===== src/hw/rtl/cdsd_pkg.sv =====
// Package with the segment table, divider constants and digit types of the countdown display.
package cdsd_pkg;

  localparam int unsigned CountWidth  = 16;
  localparam int unsigned ShownWidth  = 11;
  localparam int unsigned TensWidth   = 7;
  localparam int unsigned DigitWidth  = 4;
  localparam int unsigned SegWidth    = 8;

  localparam logic [0:0] OP_TICK = 1'b0;
  localparam logic [0:0] OP_LOAD = 1'b1;

  // Counts above this value are shown in minutes.
  localparam logic [CountWidth-1:0] SECONDS_SHOWN_MAX = 16'd99;

  // Reciprocal of 60 scaled by 2^22, rounded up; exact for every 16-bit count.
  localparam logic [16:0] DIV60_MULT  = 17'd69906;
  localparam int unsigned DIV60_SHIFT = 22;

  // Reciprocal of 10 scaled by 2^16, rounded up; exact for every shown value.
  localparam logic [12:0] DIV10_MULT  = 13'd6554;
  localparam int unsigned DIV10_SHIFT = 16;

  localparam logic [TensWidth-1:0] TENS_MAX = 7'd9;

  localparam logic [SegWidth-1:0] SEG_ZERO = 8'h5F;

  typedef struct packed {
    logic [DigitWidth-1:0] units;
    logic [DigitWidth-1:0] tens;
    logic                  tens_over;
  } digits_t;

  // Segment pattern for a decimal digit; six and seven share a pattern.
  function automatic logic [SegWidth-1:0] seg_pattern(input logic [DigitWidth-1:0] digit);
    logic [SegWidth-1:0] pattern;
    case (digit)
      4'd0: pattern = 8'h5F;
      4'd1: pattern = 8'h0C;
      4'd2: pattern = 8'h9B;
      4'd3: pattern = 8'h9E;
      4'd4: pattern = 8'hCC;
      4'd5: pattern = 8'hD6;
      4'd6: pattern = 8'h9F;
      4'd7: pattern = 8'h9F;
      4'd8: pattern = 8'hDF;
      4'd9: pattern = 8'hDC;
      default: pattern = SEG_ZERO;
    endcase
    return pattern;
  endfunction

endpackage


===== src/hw/rtl/cdsd_split.sv =====
// Splits the shown value into units and tens digits and flags a tens digit above nine.
module cdsd_split (
  input  logic [cdsd_pkg::ShownWidth-1:0] shown,
  output cdsd_pkg::digits_t               digits
);
  import cdsd_pkg::*;

  logic [23:0]            prod10;
  logic [TensWidth-1:0]   tens;
  logic [ShownWidth-1:0]  rem;

  // Multiply by the scaled reciprocal of ten; the quotient needs at most seven bits.
  assign prod10 = 24'(shown) * 24'(DIV10_MULT);
  assign tens   = prod10[DIV10_SHIFT +: TensWidth];
  assign rem    = shown - ShownWidth'(11'(tens) * 11'd10);

  assign digits.units     = rem[DigitWidth-1:0];
  assign digits.tens      = tens[DigitWidth-1:0];
  assign digits.tens_over = (tens > TENS_MAX);

endmodule


===== src/hw/rtl/countdown_two_digit_segment_display_top.sv =====
// Top level of the two-digit seven-segment seconds countdown.
//
//   Channel | Direction | Handshake            | Payload
//   --------+-----------+----------------------+------------------------------------------
//   in      | input     | in_valid / in_stall   | opcode, start_value
//   out     | output    | out_valid / out_stall | units_segments, tens_segments,
//           |           |                       | seconds_left, finished, digit_overflow
//
// One item is taken every cycle while the output is not stalled, and each passes
// through the four register stages: input register, count update, minutes
// conversion (one multiply), digit split with segment lookup.
// Reset (rst, synchronous) empties every stage, clears the count and the running
// flag, and sets both stored patterns to the pattern for zero.
// A stall on the output freezes all stages at once; the input is stalled only while
// a finished result waits in the output register and is not taken.
module countdown_two_digit_segment_display_top (
  input  logic                              clk,
  input  logic                              rst,
  input  logic                              in_valid,
  output logic                              in_stall,
  input  logic [0:0]                        opcode,
  input  logic [cdsd_pkg::CountWidth-1:0]   start_value,
  output logic                              out_valid,
  input  logic                              out_stall,
  output logic [cdsd_pkg::SegWidth-1:0]     units_segments,
  output logic [cdsd_pkg::SegWidth-1:0]     tens_segments,
  output logic [cdsd_pkg::CountWidth-1:0]   seconds_left,
  output logic                              finished,
  output logic                              digit_overflow
);
  import cdsd_pkg::*;

  // The whole pipeline moves when the output register is free or being emptied.
  logic advance;
  assign advance  = !out_valid || !out_stall;
  assign in_stall = !advance;

  // Stage 1: input register.
  logic                  s1_valid;
  logic [0:0]            s1_opcode;
  logic [CountWidth-1:0] s1_start;

  always_ff @(posedge clk) begin
    if (rst) begin
      s1_valid <= 1'b0;
    end else if (advance) begin
      s1_valid <= in_valid;
    end
    if (advance && in_valid) begin
      s1_opcode <= opcode;
      s1_start  <= start_value;
    end
  end

  // Stage 2: the count and running flag are the state carried from item to item.
  // A load sets the count and runs if nonzero; a tick while running lowers it by
  // one and stops at zero; a tick while idle changes nothing and shows nothing.
  logic [CountWidth-1:0] count_value;
  logic                  running_flag;
  logic [CountWidth-1:0] count_value_next;
  logic                  running_flag_next;
  logic                  show_next;
  logic [CountWidth-1:0] count_minus;

  assign count_minus = count_value - 16'd1;

  always_comb begin
    count_value_next  = count_value;
    running_flag_next = running_flag;
    show_next         = 1'b0;
    if (s1_opcode == OP_LOAD) begin
      count_value_next  = s1_start;
      running_flag_next = (s1_start != '0);
      show_next         = 1'b1;
    end else if (running_flag) begin
      count_value_next  = count_minus;
      running_flag_next = (count_minus != '0);
      show_next         = 1'b1;
    end
  end

  logic                  s2_valid;
  logic [CountWidth-1:0] s2_count;
  logic                  s2_show;

  always_ff @(posedge clk) begin
    if (rst) begin
      s2_valid     <= 1'b0;
      count_value  <= '0;
      running_flag <= 1'b0;
    end else if (advance) begin
      s2_valid <= s1_valid;
      if (s1_valid) begin
        count_value  <= count_value_next;
        running_flag <= running_flag_next;
      end
    end
    if (advance && s1_valid) begin
      s2_count <= count_value_next;
      s2_show  <= show_next;
    end
  end

  // Stage 3: the shown value is the count itself, or whole minutes plus one when
  // the count is above 99. Division by 60 is a multiply by the scaled reciprocal.
  logic [32:0]           prod60;
  logic [ShownWidth-1:0] shown_next;

  assign prod60 = 33'(s2_count) * 33'(DIV60_MULT);

  always_comb begin
    if (s2_count > SECONDS_SHOWN_MAX) begin
      shown_next = prod60[DIV60_SHIFT +: ShownWidth] + 11'd1;
    end else begin
      shown_next = s2_count[ShownWidth-1:0];
    end
  end

  logic                  s3_valid;
  logic [CountWidth-1:0] s3_count;
  logic                  s3_show;
  logic [ShownWidth-1:0] s3_shown;

  always_ff @(posedge clk) begin
    if (rst) begin
      s3_valid <= 1'b0;
    end else if (advance) begin
      s3_valid <= s2_valid;
    end
    if (advance && s2_valid) begin
      s3_count <= s2_count;
      s3_show  <= s2_show;
      s3_shown <= shown_next;
    end
  end

  // Stage 4: split into digits and look up the patterns. A tens digit above nine
  // keeps the stored tens pattern and raises the overflow flag; units still update.
  digits_t digits;

  cdsd_split u_split (
    .shown  (s3_shown),
    .digits (digits)
  );

  logic [SegWidth-1:0] units_pattern;
  logic [SegWidth-1:0] tens_pattern;
  logic [SegWidth-1:0] units_pattern_next;
  logic [SegWidth-1:0] tens_pattern_next;
  logic                over_next;

  always_comb begin
    units_pattern_next = units_pattern;
    tens_pattern_next  = tens_pattern;
    over_next          = 1'b0;
    if (s3_show) begin
      units_pattern_next = seg_pattern(digits.units);
      if (digits.tens_over) begin
        over_next = 1'b1;
      end else begin
        tens_pattern_next = seg_pattern(digits.tens);
      end
    end
  end

  always_ff @(posedge clk) begin
    if (rst) begin
      out_valid     <= 1'b0;
      units_pattern <= SEG_ZERO;
      tens_pattern  <= SEG_ZERO;
    end else if (advance) begin
      out_valid <= s3_valid;
      if (s3_valid) begin
        units_pattern <= units_pattern_next;
        tens_pattern  <= tens_pattern_next;
      end
    end
    if (advance && s3_valid) begin
      units_segments <= units_pattern_next;
      tens_segments  <= tens_pattern_next;
      seconds_left   <= s3_count;
      finished       <= (s3_count == '0);
      digit_overflow <= over_next;
    end
  end

endmodule


===== config.mk =====
export PLATFORM = sky130hd
export DESIGN_NAME = countdown_two_digit_segment_display_top
export DESIGN_NICKNAME = d
export VERILOG_FILES = /design/src/hw/rtl/cdsd_pkg.sv /design/src/hw/rtl/cdsd_split.sv /design/src/hw/rtl/countdown_two_digit_segment_display_top.sv
export SDC_FILE = /design/constraint.sdc
export NUM_CORES = 1
export LEC_CHECK = 0
export ABC_AREA = 1
export BUFFER_PORTS_ARGS = -buffer_cell sky130_fd_sc_hd__buf_2
export CAP_MARGIN = 20
export CELL_PAD_IN_SITES_DETAIL_PLACEMENT = 1
export CELL_PAD_IN_SITES_GLOBAL_PLACEMENT = 2
export CORE_MARGIN = 10
export CORE_UTILIZATION = 33
export DETAILED_ROUTE_END_ITERATION = 16
export PLACE_DENSITY_LB_ADDON = 0.12
export SYNTH_ARGS = -nofsm -noshare
export SYNTH_HDL_FRONTEND = slang
export SYNTH_SLANG_ARGS = --single-unit

===== constraint.sdc =====
create_clock -name clk -period 8.5 [get_ports clk]
set_input_delay 1.7 -clock clk [delete_from_list [all_inputs] [get_ports clk]]
set_output_delay 1.7 -clock clk [all_outputs]
set_load 0.05 [all_outputs]

==> metrics <==
grt total ovfl 0; CTS H-Tree Depth 4; Tmin final 5780 ps; first-pass GRT wire length 50.6 mm; Min-Delay Startpoint s2_show$_SDFFCE_PP1P_; r2r worst-path depth 25; P_sw 2.54 mW; wl on met1 14.5 mm; fillcell total 3,987; DRC Markers 0; Post-Syn Area 11,300 um2; Final setup viols 0; vias per inst 4.71; worst vdd ir 205 uV; Synth Net Count 1,599; Placement Rows 67; Synth area leader edfxtp_1; initial antenna violation count 0; Internal Power 2.32 mW; clk sinks 133; RR Startpoint s3_shown[3]$_DFFE_PP_; final setup TNS 0 ps; Clk pwr share 15.5%; nets@finish 1,662; Hold Crit Depth 0; critical path buffer and inverter count 5; Worst-Skew Late Latency 420 ps; CP max-delay cell fa_1; slowest stage delay, CP 560 ps; GP Congestion 0.799; Final HPWL DP 26.4 mm; reg2reg end units_segments[1]$_DFFE_PP_; DRT Wirelength 31.2 mm; core area 33,600 um2; RSZ-0062 raised after global routing false; CP required 8670 ps; CP startpoint s3_shown[3]$_DFFE_PP_; dominant synthesized flop cell edfxtp_1; Worst Hold Path EP s3_show$_DFFE_PP_; DIE HEIGHT 205 um; postcts setup bufs 0; wire length per cell 16.5 um; Setup Crit Path Kind reg -> reg; sequential power share 16.7%; FF+latch count, synth 133; Final Non-Filler Cells 1,887; Setup crit start kind flip-flop; First DRT Iteration DRCs 297; most frequent cells in the layout nand2_1, inv_1, ha_1; Pre-Repair DR Iteration Count 4; Post-DRT Antenna Nets 0; HP Class reg -> reg; outcome finished, final reports clean; Clock Path Buffers 2; net switching fraction of the power 52.3%; # IOs 57; pwr dens 382 nW/um2; warnings from Yosys 0; synth-to-layout area growth 12.8%; CTS tree done; maxcap violations 0; final worst path period share 68.0%; Crit. End Element flip-flop; placed cells 1,854; Comb power frac 67.8%; most common cell after layout, fill and taps aside nand2_1; Routed met2 length 15.9 mm; DIE WIDTH 205 um; Netlist cell types 41; top post-synthesis cells by area edfxtp_1, ha_1, nand2_1, fa_1, inv_1; Leak 6.43 nW; Slew @ Worst Pin 777 ps; Top delay family on crit path adder cells; Inserted Diodes 0; Worst-path clk slew 60 ps; register-to-register setup slack 2720 ps; Die Area 42,000 um2; largest net degree at the start of global routing 44; Avg Cell Area, Syn 8.27 um2; Fmax 173 MHz; Hold Fails Final Rpt 0; Rel. slew slack 48.2%; post-synthesis sequential area ratio 32.1%; Highest Signal Layer met4; IO buf count 56; Post-synth EDFFs 96; fin. max-slew vios 0; Post-CTS Hold Buffers 0; Worst Clk Skew 12.2 ps; GR Util All Layers 15.3%; post-CTS sizing 0; Async S/R FF share, synth 0%; Max FO, Critical Path 5; via count 8,897; Starting Density 33.5%; post-synth top area share 25.6%; share of cells above drive strength 1 10.1%; arrival time worst endpoint 5960 ps; number of buffers created by CTS 17; Root Driver clkbuf_16; wire length on met3 582 um; Syn Inst Count 1,363; vias in the first global route 9,592
synthesized netlist by cell type (all sizes together), types with 10 or more instances:
master and instances:
nor3 17, nor4 13, nand4 23, o21ai 61
ha 164, nand3 63, edfxtp 96, fa 51
a21oi 91, clkbuf 16, nand2 316, nor2 98
o21bai 10, inv 267, dfxtp 37
flip-flops by register name, indices dropped and copies added (netlist names), 8 cells and up:
signal and cells:
count_value 16, s1_start 16, s2_count 16, s3_count 16, seconds_left 16, s3_shown 11, tens_pattern 8, tens_segments 8
units_pattern 8, units_segments 8
metrics by stage:
stage	total power [mW]	hold slack [ps]	setup WS [ps]	utilization, %	cell area, um2
floorplan	3.33	400	3170	-	11300
global placement	4.12	404	2800	36.0	12100
detailed placement	4.17	409	2660	36.0	12100
CTS	4.95	430	2670	37.8	12700
global route	5.46	433	2240	37.8	12700
finish	4.86	431	2720	37.8	12700
final cells by class:
type / count / area (um2) / area share [%]
clock buffer: 19 / 464 / 3.65
tap: 448 / 561 / 4.41
sequential: 133 / 3620 / 28.5
clock inverter: 13 / 144 / 1.13
inverter: 270 / 1010 / 7.97
timing repair buffer: 60 / 330 / 2.60
multi-input combinational: 944 / 6590 / 51.8
metal layers:
metal  track usage (%)  up-vias
li1                  -     4579
met5                 0        -
met2              27.4       69
met4              2.60        0
met1              19.3     4236
met3              2.13       13
power groups by stage:
| stage | sequential [mW] | combinational (mW) | clock, mW |
|---|---|---|---|
| after floorplan | 0.828 | 2.50 | 0 |
| after global placement | 0.824 | 3.30 | 0 |
| after detailed placement | 0.824 | 3.34 | 0 |
| after CTS | 0.810 | 3.36 | 0.774 |
| after global routing | 0.814 | 3.85 | 0.802 |
| final | 0.808 | 3.29 | 0.755 |
worst max path at each step:
| stage | cells past startpoint | endpoint | slack, ps |
|---|---|---|---|
| 3_5_place_dp | 25 | units_segments[1]$_DFFE_PP_ | 2660 |
| 4_1_cts | 25 | units_segments[1]$_DFFE_PP_ | 2670 |
| 2_1_floorplan | 25 | units_segments[1]$_DFFE_PP_ | 3170 |
| 5_1_grt | 25 | units_segments[0]$_DFFE_PP_ | 2240 |
| 3_3_place_gp | 25 | units_segments[1]$_DFFE_PP_ | 2800 |
| 6_report | 25 | units_segments[1]$_DFFE_PP_ | 2720 |
kinds of logic after synthesis:
| kind of cell | Yosys count | share of synthesized area [%] |
|---|---|---|
| simple gates | 538 | 21.6 |
| buf+inv | 286 | 9.52 |
| fa+ha+maj | 215 | 27.2 |
| compound gates | 178 | 8.50 |
| flops | 133 | 32.1 |
| xor+xnor | 13 | 1.01 |
(Power assumes the default switching activity.)
